==> config.mk <==
export PLATFORM = sky130hd
export DESIGN_NAME = tcw_queue
export DESIGN_NICKNAME = d
export VERILOG_FILES = /design/src/tcw_pkg.sv /design/src/tcw_queue.sv
export SDC_FILE = /design/constraint.sdc
export NUM_CORES = 1
export LEC_CHECK = 0
export BUFFER_PORTS_ARGS = -buffer_cell sky130_fd_sc_hd__buf_2
export CELL_PAD_IN_SITES_DETAIL_PLACEMENT = 1
export CELL_PAD_IN_SITES_GLOBAL_PLACEMENT = 2
export CORE_ASPECT_RATIO = 1.1
export CORE_UTILIZATION = 39
export DETAILED_ROUTE_END_ITERATION = 8
export PLACE_DENSITY = 0.81
export SYNTH_ARGS = -nofsm -noshare
export SYNTH_HDL_FRONTEND = slang
export SYNTH_SLANG_ARGS = --single-unit
export TNS_END_PERCENT = 1
==> constraint.sdc <==
create_clock -name clk -period 4.7 [get_ports clk]
set_input_delay 0.94 -clock clk [delete_from_list [all_inputs] [get_ports clk]]
set_output_delay 0.94 -clock clk [all_outputs]
set_load 0.05 [all_outputs]
==> src/tcw_pkg.sv <==
`timescale 1ns / 1ps

package tcw_pkg;

  localparam int DEF_COLUMNS     = 80;
  localparam int DEF_ROWS        = 25;
  localparam int DEF_QUEUE_DEPTH = 2;

  localparam int FUNC_W     = 2;
  localparam int CHAR_W     = 8;
  localparam int IDX_W      = 11;
  localparam int POS_W      = 11;
  localparam int CELL_W     = 16;
  localparam int ATTR_W     = 8;
  localparam int TAB_W      = 7;
  localparam int CFG_IDX_W  = 1;
  localparam int CFG_DATA_W = 8;

  // configuration register indexes
  localparam logic [CFG_IDX_W-1:0] REG_ATTRIBUTE = 1'b0;
  localparam logic [CFG_IDX_W-1:0] REG_TAB_WIDTH = 1'b1;

  localparam logic [ATTR_W-1:0] RESET_ATTRIBUTE = 8'h07;
  localparam logic [TAB_W-1:0]  RESET_TAB_WIDTH = 7'd4;

  // function codes on the request channel
  localparam logic [FUNC_W-1:0] FUNC_PUT   = 2'd0;
  localparam logic [FUNC_W-1:0] FUNC_CLEAR = 2'd1;
  localparam logic [FUNC_W-1:0] FUNC_READ  = 2'd2;

  // byte codes
  localparam logic [CHAR_W-1:0] CHAR_BACKSPACE = 8'h08;
  localparam logic [CHAR_W-1:0] CHAR_TAB       = 8'h09;
  localparam logic [CHAR_W-1:0] CHAR_NEWLINE   = 8'h0A;
  localparam logic [CHAR_W-1:0] CHAR_RETURN    = 8'h0D;
  localparam logic [CHAR_W-1:0] CHAR_BLANK     = 8'h20;
  localparam logic [CHAR_W-1:0] CHAR_LAST      = 8'h7F;

  localparam logic [CELL_W-1:0] RESET_BLANK_CELL = {RESET_ATTRIBUTE, CHAR_BLANK};

  // classified operations
  localparam int OP_W = 3;
  localparam logic [OP_W-1:0] OP_NONE      = 3'd0;
  localparam logic [OP_W-1:0] OP_WRITE     = 3'd1;
  localparam logic [OP_W-1:0] OP_BACKSPACE = 3'd2;
  localparam logic [OP_W-1:0] OP_TAB       = 3'd3;
  localparam logic [OP_W-1:0] OP_RETURN    = 3'd4;
  localparam logic [OP_W-1:0] OP_NEWLINE   = 3'd5;
  localparam logic [OP_W-1:0] OP_CLEAR     = 3'd6;
  localparam logic [OP_W-1:0] OP_READ      = 3'd7;

  typedef struct packed {
    logic [OP_W-1:0]   op;
    logic [CHAR_W-1:0] ch;
    logic [IDX_W-1:0]  idx;
  } item_t;

endpackage

==> src/tcw_queue.sv <==
`timescale 1ns / 1ps

module tcw_queue #(
  parameter int DEPTH = tcw_pkg::DEF_QUEUE_DEPTH
) (
  input  logic           clk,
  input  logic           rst,
  input  logic           push_valid,
  output logic           push_ready,
  input  tcw_pkg::item_t push_item,
  output logic           pop_valid,
  input  logic           pop,
  output tcw_pkg::item_t pop_item
);

  localparam int PW = (DEPTH > 1) ? $clog2(DEPTH) : 1;
  localparam int CW = $clog2(DEPTH + 1);

  tcw_pkg::item_t entries [DEPTH];
  logic [PW-1:0]  wr_ptr;
  logic [PW-1:0]  rd_ptr;
  logic [CW-1:0]  count;
  logic           do_push;
  logic           do_pop;

  assign push_ready = count != CW'(DEPTH);
  assign pop_valid  = count != '0;
  assign pop_item   = entries[rd_ptr];
  assign do_push    = push_valid && push_ready;
  assign do_pop     = pop && pop_valid;

  always_ff @(posedge clk) begin
    if (rst) begin
      wr_ptr <= '0;
      rd_ptr <= '0;
      count  <= '0;
    end else begin
      if (do_push) begin
        wr_ptr <= (wr_ptr == PW'(DEPTH - 1)) ? '0 : wr_ptr + PW'(1);
      end
      if (do_pop) begin
        rd_ptr <= (rd_ptr == PW'(DEPTH - 1)) ? '0 : rd_ptr + PW'(1);
      end
      if (do_push && !do_pop) begin
        count <= count + CW'(1);
      end else if (do_pop && !do_push) begin
        count <= count - CW'(1);
      end
    end
  end

  always_ff @(posedge clk) begin
    if (do_push) begin
      entries[wr_ptr] <= push_item;
    end
  end

endmodule

==> metrics <==
Hold-fix buffers, CTS 0; final setup vio count 0; first-pass GRT wire length 4.90 mm; element type at the critical path start flip-flop; total power 1.30 mW; CTS Sinks 49; simple-gate portion of the synthesized area 2.78%; Via density 4.79; area delta synth->final 21.0%; R2R cell count 2; post-synthesis mux area share 13.7%; Crit. End Element primary output; largest family of logic cells by synthesized area multiplexers; TritonCTS clock tree built; slew margin rel. 31.2%; via count 958; min-delay src count[1]; Synth cell types 17; DRC 0; syn avg cell area 19.6 um^2; first-pass iteration count of the detailed router 4; outcome finished clean; pin count of the biggest net entering global routing 23; final instance area 2180 um^2; Syn Inst Count 92; Core Area 4380 um^2; Compound-Gate Fraction of Synth Area 1.67%; share of layout cells above drive strength 1 53.4%; Initial Util 41.1%; Combinational Power Share 37.2%; worst path cell trace mux2_2 > buf_2; max_cap viols 0; Tcrit/Tclk final 60.2%; input/output buffers 49; DR WL/cell 15.4 um; Cell Int Power 0.791 mW; register area 1420 um^2; nets 173; Worst EP arrival 1.89 ns; Placer Congestion 0.616; sw frac 39.2%; r2r startpoint count[0]; worst reg2reg setup slack 2.83 ns; Starting DRT DRC Count 44; crit path kind reg -> out; I/O pin total 50; total track usage 14.3%; Mapped Area 1800 um^2; Die Ht 73.3 um; post-route ant nets 0; Seq/Total Area, Yosys 78.9%; power per cell area 596 nW/um^2; highest-delay cell along the critical path dfxtp_1; Synthesized Nets 119; Tmin final 2.83 ns; net switching power 0.509 mW; Final Core Density 49.8%; final hold vios 0; Rows 25; critical path required time 3.76 ns; number of global-route vias before repair 979; Hold Path Class reg -> reg; unrepaired setup endpoints after global routing false; post-CTS resize count 0; clk_skew 0.00697 ns; synthesized flop and latch total 49; multi-input logic area 367 um^2; H-tree depth 2; CP top delay family flip-flops; Clock Tree Root clkbuf_8; Chip Width 66.8 um; number of antenna violations at the first check in global routing 0; clock latency on the worst-skew pair 0.29 ns; Reg power frac 45.6%; Yosys warning total 0; Fmax achieved 0.354 GHz; Fin Setup TNS 0 ns; Critical Path Max Stage Delay 0.95 ns; Post-Synth Adder-Cell Area 0.694%; post-DP HPWL 2.17 mm; part of the power in the clock network 17.2%; total CTS buffers 5; Max FO, Critical Path 22; Clock Pin Slew Worst Setup and Hold Paths 0.08 ns; slew at the pin closest to its max-slew limit 1.03 ns; R2R Path End entries[1][7]; setup bufs post-CTS 0; Filler cells 445; area post-placement 2100 um^2; CP bufs+invs 1; Post-Synth XOR/XNOR Area 1.46%; gr ovfl total 0; Ant. Diodes 0; hold-critical path depth 2; hold worst-path end count[1]; Slew Limit Fails 0; die area 4900 um^2; clk buf depth 2; Max VDD drop 273 uV; P_leak 0.824 nW; Post-Route WL 3.08 mm
[state kept, by name, summed over array words and instances (netlist names), named ones only]
signal and cells:
wr_ptr 1, rd_ptr 1, count 2, entries 44
[power groups by stage]
stage	Combinational, mW	Sequential, mW	Clock [mW]
2_1_floorplan	0.411	0.573	0
3_3_place_gp	0.480	0.601	0
3_5_place_dp	0.488	0.606	0
4_1_cts	0.490	0.596	0.234
5_1_grt	0.507	0.606	0.246
6_report	0.483	0.593	0.224
[cell usage in the layout, fill, tap and decap left out, drive strengths merged]
cell type	instances
and3	1
a21oi	2
or3	1
nand3b	1
edfxtp	44
and2	1
nand2b	1
ha	1
nor2	3
inv	1
buf	49
clkbuf	6
o21ai	2
mux2	22
xor2	3
clkinv	1
or2	1
dfxtp	5
a21bo	1
[metrics by stage]
stage / hold WS (ns) / cells / setup slack [ns]
2_1_floorplan: 0.471 / 92 / 2.73
3_3_place_gp: 0.484 / 193 / 2.13
3_5_place_dp: 0.514 / 193 / 2.15
4_1_cts: 0.525 / 200 / 1.81
5_1_grt: 0.550 / 200 / 1.72
6_report: 0.526 / 200 / 1.87
[final cells by class]
class	count	area share, %
flip-flops and latches	49	65.2
multi-input cells	40	16.8
repair buffers	49	11.2
clock buffers	6	3.33
well taps	54	3.10
clock inverters	1	0.172
inverters	1	0.172
[worst register-to-register path: stages (launching register included)]
cell and delay, ns:
dfxtp_1 0.41, nand2b_1 0.20, and3_1 0.87
[worst max path at each step]
stage	cells after the start	end	slack, ns
after floorplan	2	pop_item[0]	2.73
after global placement	2	pop_item[7]	2.13
after detailed placement	2	pop_item[7]	2.15
after CTS	2	pop_item[7]	1.81
after global routing	2	pop_item[7]	1.72
final	2	pop_item[7]	1.87
[cell usage after synthesis]
cell type	instances	area (um^2)
edfxtp_1	44	1320
mux2_2	22	248
dfxtp_1	5	100
nor2_1	3	11.3
xor2_1	3	26.3
a21oi_1	2	10.0
buf_2	2	10.0
o21ai_0	2	10.0
a21bo_2	1	10.0
and2_1	1	6.26
and3_1	1	6.26
ha_1	1	12.5
inv_1	1	3.75
nand2b_1	1	6.26
nand3b_1	1	7.51
or2_2	1	6.26
or3_1	1	6.26
[kinds of logic after synthesis]
family          after synthesis
flops                        49
simple gates                  9
xor+xnor                      3
compound gates                5
fa+ha+maj                     1
buf+inv                       3
mux                          22
[per-layer routing]
metal,vias up,GRT usage (%),share of wire [%]
met2,32,24.0,52
li1,458,-,-
met5,-,0,0
met1,463,16.9,42
met3,5,4.66,5.7
met4,0,5.67,1.0
No activity file was read; power rests on OpenSTA's default activity.
