==> src/tcw_pkg.sv <==
`timescale 1ns / 1ps

package tcw_pkg;

  localparam int DEF_COLUMNS     = 80;
  localparam int DEF_ROWS        = 25;
  localparam int DEF_QUEUE_DEPTH = 2;

  localparam int FUNC_W     = 2;
  localparam int CHAR_W     = 8;
  localparam int IDX_W      = 11;
  localparam int POS_W      = 11;
  localparam int CELL_W     = 16;
  localparam int ATTR_W     = 8;
  localparam int TAB_W      = 7;
  localparam int CFG_IDX_W  = 1;
  localparam int CFG_DATA_W = 8;

  // configuration register indexes
  localparam logic [CFG_IDX_W-1:0] REG_ATTRIBUTE = 1'b0;
  localparam logic [CFG_IDX_W-1:0] REG_TAB_WIDTH = 1'b1;

  localparam logic [ATTR_W-1:0] RESET_ATTRIBUTE = 8'h07;
  localparam logic [TAB_W-1:0]  RESET_TAB_WIDTH = 7'd4;

  // function codes on the request channel
  localparam logic [FUNC_W-1:0] FUNC_PUT   = 2'd0;
  localparam logic [FUNC_W-1:0] FUNC_CLEAR = 2'd1;
  localparam logic [FUNC_W-1:0] FUNC_READ  = 2'd2;

  // byte codes
  localparam logic [CHAR_W-1:0] CHAR_BACKSPACE = 8'h08;
  localparam logic [CHAR_W-1:0] CHAR_TAB       = 8'h09;
  localparam logic [CHAR_W-1:0] CHAR_NEWLINE   = 8'h0A;
  localparam logic [CHAR_W-1:0] CHAR_RETURN    = 8'h0D;
  localparam logic [CHAR_W-1:0] CHAR_BLANK     = 8'h20;
  localparam logic [CHAR_W-1:0] CHAR_LAST      = 8'h7F;

  localparam logic [CELL_W-1:0] RESET_BLANK_CELL = {RESET_ATTRIBUTE, CHAR_BLANK};

  // classified operations
  localparam int OP_W = 3;
  localparam logic [OP_W-1:0] OP_NONE      = 3'd0;
  localparam logic [OP_W-1:0] OP_WRITE     = 3'd1;
  localparam logic [OP_W-1:0] OP_BACKSPACE = 3'd2;
  localparam logic [OP_W-1:0] OP_TAB       = 3'd3;
  localparam logic [OP_W-1:0] OP_RETURN    = 3'd4;
  localparam logic [OP_W-1:0] OP_NEWLINE   = 3'd5;
  localparam logic [OP_W-1:0] OP_CLEAR     = 3'd6;
  localparam logic [OP_W-1:0] OP_READ      = 3'd7;

  typedef struct packed {
    logic [OP_W-1:0]   op;
    logic [CHAR_W-1:0] ch;
    logic [IDX_W-1:0]  idx;
  } item_t;

endpackage

==> src/tcw_front.sv <==
`timescale 1ns / 1ps

module tcw_front (
  input  logic                        clk,
  input  logic                        rst,
  input  logic                        hold,
  input  logic                        req_valid,
  output logic                        req_ready,
  input  logic [tcw_pkg::FUNC_W-1:0]  func,
  input  logic [tcw_pkg::CHAR_W-1:0]  char_code,
  input  logic [tcw_pkg::IDX_W-1:0]   cell_index,
  output logic                        push_valid,
  input  logic                        push_ready,
  output tcw_pkg::item_t              push_item
);

  logic           item_valid;
  tcw_pkg::item_t item;
  tcw_pkg::item_t decoded;

  always_comb begin
    decoded.ch  = char_code;
    decoded.idx = cell_index;
    case (func)
      tcw_pkg::FUNC_PUT: begin
        case (char_code)
          tcw_pkg::CHAR_BACKSPACE: decoded.op = tcw_pkg::OP_BACKSPACE;
          tcw_pkg::CHAR_TAB:       decoded.op = tcw_pkg::OP_TAB;
          tcw_pkg::CHAR_RETURN:    decoded.op = tcw_pkg::OP_RETURN;
          tcw_pkg::CHAR_NEWLINE:   decoded.op = tcw_pkg::OP_NEWLINE;
          default: begin
            if (char_code >= tcw_pkg::CHAR_BLANK && char_code <= tcw_pkg::CHAR_LAST) begin
              decoded.op = tcw_pkg::OP_WRITE;
            end else begin
              decoded.op = tcw_pkg::OP_NONE;
            end
          end
        endcase
      end
      tcw_pkg::FUNC_CLEAR: decoded.op = tcw_pkg::OP_CLEAR;
      tcw_pkg::FUNC_READ:  decoded.op = tcw_pkg::OP_READ;
      default:             decoded.op = tcw_pkg::OP_NONE;
    endcase
  end

  assign req_ready  = !hold && (!item_valid || push_ready);
  assign push_valid = item_valid;
  assign push_item  = item;

  always_ff @(posedge clk) begin
    if (rst) begin
      item_valid <= 1'b0;
    end else if (req_valid && req_ready) begin
      item_valid <= 1'b1;
    end else if (push_ready) begin
      item_valid <= 1'b0;
    end
  end

  always_ff @(posedge clk) begin
    if (req_valid && req_ready) begin
      item <= decoded;
    end
  end

endmodule

==> config.mk <==
export PLATFORM = sky130hd
export DESIGN_NAME = tcw_front
export DESIGN_NICKNAME = d
export VERILOG_FILES = /design/src/tcw_pkg.sv /design/src/tcw_front.sv
export SDC_FILE = /design/constraint.sdc
export NUM_CORES = 1
export LEC_CHECK = 0
export ABC_AREA = 0
export BUFFER_PORTS_ARGS = -buffer_cell sky130_fd_sc_hd__buf_2
export CAP_MARGIN = 25
export CORE_ASPECT_RATIO = 0.8
export CORE_UTILIZATION = 42
export DETAILED_ROUTE_END_ITERATION = 10
export PLACE_DENSITY_LB_ADDON = 0.3
export SETUP_SLACK_MARGIN = 0.5
export SLEW_MARGIN = 30
export SYNTH_ARGS = -nofsm -noshare
export SYNTH_HDL_FRONTEND = slang
export SYNTH_SLANG_ARGS = --single-unit
==> constraint.sdc <==
create_clock -name clk -period 2.03 [get_ports clk]
set_input_delay 0.1015 -clock clk [delete_from_list [all_inputs] [get_ports clk]]
set_output_delay 0.1015 -clock clk [all_outputs]
set_load 0.02 [all_outputs]
==> results.sh, run 1 <==
export IMPL_ys_ff_latch=23
export IMPL_grt_busiest_layer="met2"
export IMPL_worstRegToRegCells=2
export IMPL_worst_hold_slack_ns=0.0570
export IMPL_start_util_pct=45.5
export IMPL_drtIter0Drc=14
export IMPL_hold_viol=0
export IMPL_yosys_area_top_type="edfxtp_1"
export IMPL_total_power_mw=0.893
export IMPL_reg2reg_from="push_valid"
export IMPL_wl_mm=1.76
export IMPL_clock_latency_ns=0.30
export IMPL_cts_root_buf="clkbuf_4"
export IMPL_grt_pass1_wl_mm=2.77
export IMPL_remaining_drc_errors=0
export IMPL_cp_required_ns=1.98
export IMPL_gp_congestion=0.669
export IMPL_internal_power_mw=0.684
export IMPL_max_freq_mhz=738
export IMPL_switchingPower_mw=0.210
export IMPL_synthSimpleGateAreaFrac_pct=10.4
export IMPL_ys_types=18
export IMPL_skew_ns=0.00546
export IMPL_vias=667
export IMPL_synth_top_area_share_pct=76.0
export IMPL_startpoint_type="flip-flop"
export IMPL_first_global_vias=627
export IMPL_crit_chain="nor2b_1 > nor2_4"
export IMPL_diodes=0
export IMPL_ys_top_cells_by_area="edfxtp_1 (76%), nor2_1 (3.0%), ha_1 (2.9%)"
export IMPL_seq_power_share_pct=61.6
export IMPL_drv_cap=0
export IMPL_yosysSeqAreaShare_pct=78.3
export IMPL_tns_ns=0
export IMPL_synth_xor_area_share_pct=0
export IMPL_endpoint="push_item[3]"
export IMPL_dieArea_um2=2260
export IMPL_finalCritPeriodShare_pct=66.8
export IMPL_clock_sinks=23
export IMPL_track_usage_pct=17.4
export IMPL_overflow=0
export IMPL_die_w_um=52.9
export IMPL_clkPwrFrac_pct=22.7
export IMPL_grt_use_met2_pct=28.9
export IMPL_dieHeight_um=42.7
export IMPL_final_cells=148
export IMPL_netlist_instances=54
export IMPL_powerDensity_nw_per_um2=662
export IMPL_mappedNetlistNets=82
export IMPL_maxSlewViolCount=0
export IMPL_worst_path_stages=2
export IMPL_top_level_ports=50
export IMPL_synth_top_family_by_area="simple AND/OR/NAND/NOR gates"
export IMPL_synth_yosys_warnings=0
export IMPL_crit_fanout=22
export IMPL_drt_wirelength_per_cell_um=11.9
export IMPL_synth_compound_area_share_pct=7.19
export IMPL_worst_pin_slew_ns=0.590
export IMPL_critPathTopFamily="simple AND/OR/NAND/NOR gates"
export IMPL_use_met1_pct=22.8
export IMPL_startpoint="push_valid"
export IMPL_crit_slowest_cell="nor2_4"
export IMPL_slew_headroom_pct=60.6
export IMPL_rrSetupSlack_ns=0.67
export IMPL_synthAdderAreaFrac_pct=2.88
export IMPL_use_met3_pct=1.08
export IMPL_clockBufferDepth=2
export IMPL_dr_pass1_iters=4
export IMPL_dp_hpwl_mm=1.24
export IMPL_cts_setup_buffers=0
export IMPL_layout_min_cycle_time_ns=1.36
export IMPL_switching_share_pct=23.4
export IMPL_ir_worst_vdd_uv=414
export IMPL_ant_nets=0
export IMPL_area_delta_synth_final_pct=55.3
export IMPL_synth_mux_area_share_pct=0
export IMPL_arrival_ns=1.31
export IMPL_netlist_area_um2=870
export IMPL_numCtsBuffers=3
export IMPL_coreArea_um2=1910
export IMPL_drive_above_1_share_pct=46.0
export IMPL_place_inst=127
export IMPL_port_buffers=49
export IMPL_hold_path_class="in2reg"
export IMPL_crit_path_end_kind="flip-flop"
export IMPL_combPwrFrac_pct=15.7
export IMPL_path_class="reg2reg"
export IMPL_cts_clk_slew_worst_paths_ns=0.12
export IMPL_reg2reg_to="push_item[3]"
export IMPL_via_per_inst=4.51
export IMPL_syn_area_per_cell_um2=16.1
export IMPL_rsz0062_at_grt="no"
export IMPL_max_stage_delay_ns=0.49
export IMPL_nNetsFinal=153
export IMPL_antenna_found_initial=0
export IMPL_cts_max_level=1
export IMPL_p_leak_nw=0.584
export IMPL_cp_num_buf_inv=0
export IMPL_status="completed"
export IMPL_grt_max_degree=23
export IMPL_num_rows=14
export IMPL_finalSetupViolCount=0
export IMPL_cts_tree="done"
-- cell type report --
cell class	instances	area, um^2
Sequential cell	23	681
Multi-Input combinational cell	28	185
Inverter	3	11.3
Fill cell	137	559
Timing Repair Buffer	66	415
Clock inverter	1	5.00
Clock buffer	3	22.5
Tap cell	24	30.0
-- timing repair --
item	in CTS	in global routing
hold endpoints to repair	16	1
resized for setup	0	0
endpoints found under the setup margin	0	0
hold buffers	16	1
-- through the flow --
stage | cell area (um^2) | setup WS (ns) | util, %
after floorplan | 877 | 0.723 | -
after global placement | 1150 | 0.729 | 60.4
after detailed placement | 1150 | 0.679 | 60.4
after CTS | 1340 | 0.651 | 70.2
after global routing | 1350 | 0.580 | 70.7
final | 1350 | 0.674 | 70.7
-- worst reg2reg max path, cell delays in order (launching register included) --
cell	delay (ns)
dfxtp_1	0.34
nor2b_1	0.16
nor2_4	0.49
-- cells in the mapped netlist --
library cell and number:
nand2_1 2, edfxtp_1 22, o21ai_0 2, dfxtp_1 1, ha_1 2, nand2b_1 4
a21oi_2 1, nor2b_1 1, inv_1 3, nand3b_1 1, a31oi_1 2, and3_1 1
o22ai_1 1, a211oi_1 1, a211oi_2 1, and4_4 1, nor2_1 7, a21oi_1 1
-- per-layer routing --
| layer | up-vias | part of all wire (%) |
|---|---|---|
| li1 | 342 | - |
| met1 | 294 | 44 |
| met2 | 29 | 49 |
| met3 | 2 | 6.0 |
| met4 | 0 | 1.1 |
| met5 | - | 0 |
-- sequential cells by signal (all words and copies together) (netlist names) --
name / count
push_item: 22
push_valid: 1
-- cells by family after synthesis --
group,count (synthesis)
AO/OA/AOI/OAI,9
AND/OR/NAND/NOR,17
flip-flops,23
buffers and inverters,3
adder cells (fa/ha/maj),2
-- cell usage in the layout, fill, tap and decap left out, drive strengths merged, types with 2 or more instances in the layout --
master | netlist | final
buf | 0 | 49
edfxtp | 22 | 22
dlygate4sd3 | 0 | 17
nor2 | 7 | 7
nand2b | 4 | 4
inv | 3 | 3
clkbuf | 0 | 3
o21ai | 2 | 2
a31oi | 2 | 2
nand2 | 2 | 2
ha | 2 | 2
a211oi | 2 | 2
a21oi | 2 | 2
-- power by group through the flow --
stage	sequential (mW)	clock (mW)	combinational [mW]
floorplan	0.589	0	0.0331
finish	0.550	0.203	0.141
global route	0.552	0.235	0.153
global placement	0.560	0	0.113
CTS	0.550	0.208	0.141
detailed placement	0.561	0	0.116
-- worst min path at each step --
stage,from,endpoint,slack [ns],depth (start not counted)
floorplan,rst,push_valid,0.17,1
global placement,rst,push_valid,0.26,2
detailed placement,rst,push_valid,0.26,2
CTS,char_code[7],push_item[18],0.01,1
global route,char_code[1],push_item[12],0.04,1
finish,char_code[2],push_item[13],0.06,1
Note: power is estimated with default switching activity, not from simulation.
==> inputs of run 2 (changes only) <==
- CORE_UTILIZATION: 42 -> 38
- clock period: 2.03 -> 1.2 ns (I/O delays scaled with it)
==> results.sh, run 2 (synthesis results as in run 1) <==
export IMPL_remaining_drc_errors=0
export IMPL_mostFrequentLayoutCells="buf_2 (36), edfxtp_1 (22), dlygate4sd3_1 (20), buf_6 (13)"
export IMPL_ir_worst_vdd_uv=899
export IMPL_crit_chain="nor2b_4 > nor2_2 > buf_6"
export IMPL_place_inst=129
export IMPL_dp_hpwl_mm=1.16
export IMPL_largest_reg_flops=22
export IMPL_switchingPower_mw=0.382
export IMPL_arrival_ns=1.00
export IMPL_coreArea_um2=2160
export IMPL_status="completed"
export IMPL_worst_pin_slew_ns=0.309
export IMPL_layout_commonest_cell="buf_2"
export IMPL_place_ws_ns=0.186
export IMPL_seq_power_share_pct=58.9
export IMPL_grt_pass1_wl_mm=2.97
export IMPL_layout_min_cycle_time_ns=1.06
export IMPL_skew_ns=0.00220
export IMPL_grt_use_met2_pct=27.5
export IMPL_crit_path_end_kind="primary output"
export IMPL_combPwrFrac_pct=18.9
export IMPL_hold_depth=3
export IMPL_reg2reg_to="push_item[20]"
export IMPL_setup_slack_ns=0.135
export IMPL_clkPwrFrac_pct=22.2
export IMPL_crit_slowest_cell="dfxtp_2"
export IMPL_internal_power_mw=1.21
export IMPL_cts_root_buf="clkbuf_4"
export IMPL_startpoint_type="flip-flop"
export IMPL_num_rows=15
export IMPL_nNetsFinal=158
export IMPL_finalSetupViolCount=0
export IMPL_hold_path_end="push_valid"
export IMPL_drv_cap=0
export IMPL_ant_nets=0
export IMPL_powerDensity_nw_per_um2=1040
export IMPL_via_per_inst=4.66
export IMPL_area_delta_synth_final_pct=76.3
export IMPL_rsz0062_at_grt="yes"
export IMPL_cts_tree="done"
export IMPL_reg2reg_from="push_valid"
export IMPL_grt_busiest_layer="met2"
export IMPL_final_cells=154
export IMPL_grt_max_degree=23
export IMPL_clock_sinks=23
export IMPL_vias=718
export IMPL_dr_pass1_iters=4
export IMPL_first_global_vias=635
export IMPL_cp_required_ns=1.14
export IMPL_path_class="reg2out"
export IMPL_start_util_pct=40.3
export IMPL_rrSetupSlack_ns=0.18
export IMPL_top_level_ports=50
export IMPL_slew_headroom_pct=79.3
export IMPL_cts_clk_slew_worst_paths_ns=0.12
export IMPL_dieArea_um2=2480
export IMPL_switching_share_pct=24.1
export IMPL_overflow=0
export IMPL_die_w_um=55.5
export IMPL_hp_start="push_ready"
export IMPL_wl_mm=1.96
export IMPL_max_freq_mhz=939
export IMPL_drive_above_1_share_pct=51.9
export IMPL_hold_viol=0
export IMPL_tns_ns=0
export IMPL_diodes=0
export IMPL_critPathTopFamily="flip-flops"
export IMPL_drtIter0Drc=9
export IMPL_maxSlewViolCount=0
export IMPL_numCtsBuffers=3
export IMPL_total_power_mw=1.59
export IMPL_dieHeight_um=44.8
export IMPL_cts_max_level=1
export IMPL_port_buffers=49
export IMPL_crit_fanout=2
export IMPL_worstRegToRegCells=3
export IMPL_use_met1_pct=20.0
export IMPL_p_leak_nw=0.639
export IMPL_track_usage_pct=16.3
export IMPL_hold_path_class="in2reg"
export IMPL_cp_num_buf_inv=1
export IMPL_antenna_found_initial=0
export IMPL_drt_wirelength_per_cell_um=12.8
export IMPL_gp_congestion=0.767
export IMPL_max_stage_delay_ns=0.35
export IMPL_clockBufferDepth=2
export IMPL_clock_latency_ns=0.31
export IMPL_finalCritPeriodShare_pct=88.7
export IMPL_use_met3_pct=6.59
-- run 2: changes by cell type in the layout (fill, tap and decap cells not counted), moves of 2 or more --
cell and change:
buf_6 +13, nor2_1 -2, nor2_2 +2, inv_1 -2, dlygate4sd3_1 +3, buf_2 -13
-- run 2: worst max path at each step --
stage	start	endpoint	slack [ns]	depth (start not counted)
after detailed placement	func[1]	push_item[19]	0.19	5
after global placement	push_valid	push_item[20]	0.21	3
after global routing	push_valid	req_ready	0.06	3
after floorplan	push_valid	push_item[0]	-0.009	2
final	push_valid	req_ready	0.14	3
after CTS	push_valid	req_ready	0.11	3
-- run 2: timing repair --
action	CTS	global route
hold endpoints to repair	20	0
gates resized for setup	4	25
setup buffers	1	0
cloned	0	0
setup endpoints to repair	46	48
hold buffers	20	0
-- run 2: area by class of cell --
type | instances | area, um^2
clock buffers | 3 | 22.5
clock inverters | 1 | 5.00
fillers | 150 | 626
inverters | 3 | 23.8
multi-input cells | 28 | 214
flip-flops and latches | 23 | 682
well taps | 25 | 31.3
repair buffers | 71 | 554
-- run 2: power groups by stage --
stage / logic [mW] / registers [mW] / clock network, mW
floorplan: 0.0648 / 0.996 / 0
global placement: 0.214 / 0.948 / 0
detailed placement: 0.218 / 0.949 / 0
CTS: 0.276 / 0.930 / 0.371
global route: 0.322 / 0.939 / 0.411
finish: 0.301 / 0.934 / 0.353
-- run 2: layer usage --
metal	part of all wire [%]	wire [um]	vias up
met5	0	0	-
met4	0.71	14	0
met3	6.0	117	2
met2	50	981	31
met1	43	851	332
li1	-	-	353
-- run 2: worst reg2reg max path, cell delays in order, from the launching register on --
cell     delay, ns
dfxtp_2       0.34
nor2b_4       0.13
nor2_4        0.10
buf_12        0.18
-- run 2: stage by stage --
stage	area, um^2	hold WS [ns]	utilization (%)
3_3_place_gp	1210	0.209	56.1
5_1_grt	1530	0.0493	71.0
2_1_floorplan	913	0.122	-
3_5_place_dp	1210	0.212	56.1
4_1_cts	1460	0.0318	67.5
6_report	1530	0.0659	71.0
==> inputs of run 3 (changes only) <==
- CORE_UTILIZATION: 38 -> 40
- CTS_BUF_LIST: default -> sky130_fd_sc_hd__clkbuf_8
- CTS_CLUSTER_DIAMETER: default -> 50
==> results.sh, run 3 (synthesis results as in run 1) <==
export IMPL_dieHeight_um=43.7
export IMPL_cp_num_buf_inv=1
export IMPL_crit_path_end_kind="flip-flop"
export IMPL_dp_hpwl_mm=1.32
export IMPL_powerDensity_nw_per_um2=1110
export IMPL_reg2reg_from="push_valid"
export IMPL_reg2reg_to="push_item[6]"
export IMPL_path_class="reg2reg"
export IMPL_worstRegToRegCells=3
export IMPL_seq_power_share_pct=54.4
export IMPL_port_buffers=49
export IMPL_rsz0062_at_grt="yes"
export IMPL_grt_pass1_wl_mm=3.04
export IMPL_via_per_inst=4.96
export IMPL_crit_fanout=22
export IMPL_skew_ns=0.000880
export IMPL_grt_busiest_layer="met2"
export IMPL_cts_tree="done"
export IMPL_fill_cells=120
export IMPL_final_cells=149
export IMPL_switchingPower_mw=0.412
export IMPL_hold_path_end="push_item[18]"
export IMPL_clockBufferDepth=2
export IMPL_crit_chain="nor2b_4 > nor2_4 > buf_12"
export IMPL_hp_start="char_code[7]"
export IMPL_remaining_drc_errors=0
export IMPL_max_freq_mhz=970
export IMPL_p_leak_nw=0.696
export IMPL_dieArea_um2=2370
export IMPL_ant_nets=0
export IMPL_maxSlewViolCount=0
export IMPL_coreArea_um2=1960
export IMPL_ir_worst_vdd_uv=1040
export IMPL_num_rows=14
export IMPL_hold_depth=1
export IMPL_largest_reg_flops=22
export IMPL_arrival_ns=1.01
export IMPL_gp_congestion=0.813
export IMPL_area_delta_synth_final_pct=79.6
export IMPL_overflow=0
export IMPL_diodes=0
export IMPL_max_stage_delay_ns=0.33
export IMPL_drv_cap=0
export IMPL_critPathTopFamily="flip-flops"
export IMPL_use_met1_pct=21.7
export IMPL_combPwrFrac_pct=17.8
export IMPL_startpoint_type="flip-flop"
export IMPL_slew_headroom_pct=82.7
export IMPL_cts_max_level=1
export IMPL_mostFrequentLayoutCells="buf_2 (29), edfxtp_1 (22), buf_6 (19), dlygate4sd3_1 (10), dlymetal6s4s_1 (6)"
export IMPL_first_global_vias=668
export IMPL_dr_pass1_iters=4
export IMPL_cts_root_buf="clkbuf_8"
export IMPL_switching_share_pct=23.8
export IMPL_rrSetupSlack_ns=0.17
export IMPL_top_level_ports=50
export IMPL_hold_path_class="in2reg"
export IMPL_crit_slowest_cell="dfxtp_2"
export IMPL_clock_sinks=23
export IMPL_layout_min_cycle_time_ns=1.03
export IMPL_grt_use_met2_pct=32.4
export IMPL_clock_latency_ns=0.26
export IMPL_internal_power_mw=1.32
export IMPL_track_usage_pct=18.9
export IMPL_numCtsBuffers=3
export IMPL_drt_wirelength_per_cell_um=16.3
export IMPL_cts_clk_slew_worst_paths_ns=0.08
export IMPL_nNetsFinal=154
export IMPL_grt_max_degree=23
export IMPL_layout_commonest_cell="buf_2"
export IMPL_clkPwrFrac_pct=27.8
export IMPL_place_inst=128
export IMPL_hold_viol=0
export IMPL_cp_required_ns=1.18
export IMPL_finalCritPeriodShare_pct=85.9
export IMPL_vias=739
export IMPL_start_util_pct=44.3
export IMPL_worst_pin_slew_ns=0.258
export IMPL_antenna_found_initial=0
export IMPL_finalSetupViolCount=0
export IMPL_drtIter0Drc=18
export IMPL_wl_mm=2.43
export IMPL_status="completed"
export IMPL_use_met3_pct=6.32
export IMPL_drive_above_1_share_pct=52.8
export IMPL_fin_util_pct=79.6
export IMPL_die_w_um=54.1
run 3: power groups by stage:
stage	Combinational (mW)	Clock (mW)	Sequential, mW
after floorplan	0.0648	0	0.996
after global placement	0.214	0	0.947
after detailed placement	0.219	0	0.950
after CTS	0.266	0.475	0.932
after global routing	0.331	0.515	0.943
final	0.309	0.480	0.940
run 3: how the worst max path moves through the flow:
stage                     startpoint             to  slack (ns)  cells after the start
after detailed placement  push_valid  push_item[21]        0.19                      3
after global placement    push_valid  push_item[20]        0.21                      3
final                     push_valid   push_item[6]        0.17                      3
after CTS                 push_valid      req_ready        0.17                      3
after global routing      push_valid  push_item[20]        0.14                      3
after floorplan           push_valid   push_item[0]      -0.009                      2
run 3: repair_timing:
item                                    CTS  global route
hold endpoints to repair                 15             2
endpoints found under the setup margin   48            54
hold buffers                             14             2
pin swaps                                 0             1
buffers inserted                          1             0
gates resized for setup                   8            38
run 3: per-layer routing:
metal | part of all wire [%] | vias up
li1 | - | 344
met1 | 38 | 350
met2 | 54 | 37
met3 | 6.3 | 8
met4 | 2.2 | 0
met5 | 0 | -
run 3: metrics by stage:
| step | hold slack (ns) | total power [mW] | setup TNS (ns) | worst slack (ns) | area, um^2 |
|---|---|---|---|---|---|
| final | 0.0142 | 1.73 | 0 | 0.169 | 1560 |
| after global placement | 0.208 | 1.16 | 0 | 0.209 | 1210 |
| after detailed placement | 0.210 | 1.17 | 0 | 0.192 | 1210 |
| after CTS | -0.0000548 | 1.67 | 0 | 0.171 | 1430 |
| after floorplan | 0.122 | 1.06 | -0.197 | -0.00898 | 913 |
| after global routing | 0.00807 | 1.79 | 0 | 0.144 | 1560 |
run 3: final cells by class:
cell class	instances	area (um^2)	share of cell area (%)
well taps	24	30.0	1.92
flip-flops and latches	23	682	43.7
clock buffers	3	41.3	2.64
clock inverters	1	5.00	0.321
inverters	3	23.8	1.52
repair buffers	67	569	36.5
multi-input cells	28	210	13.5
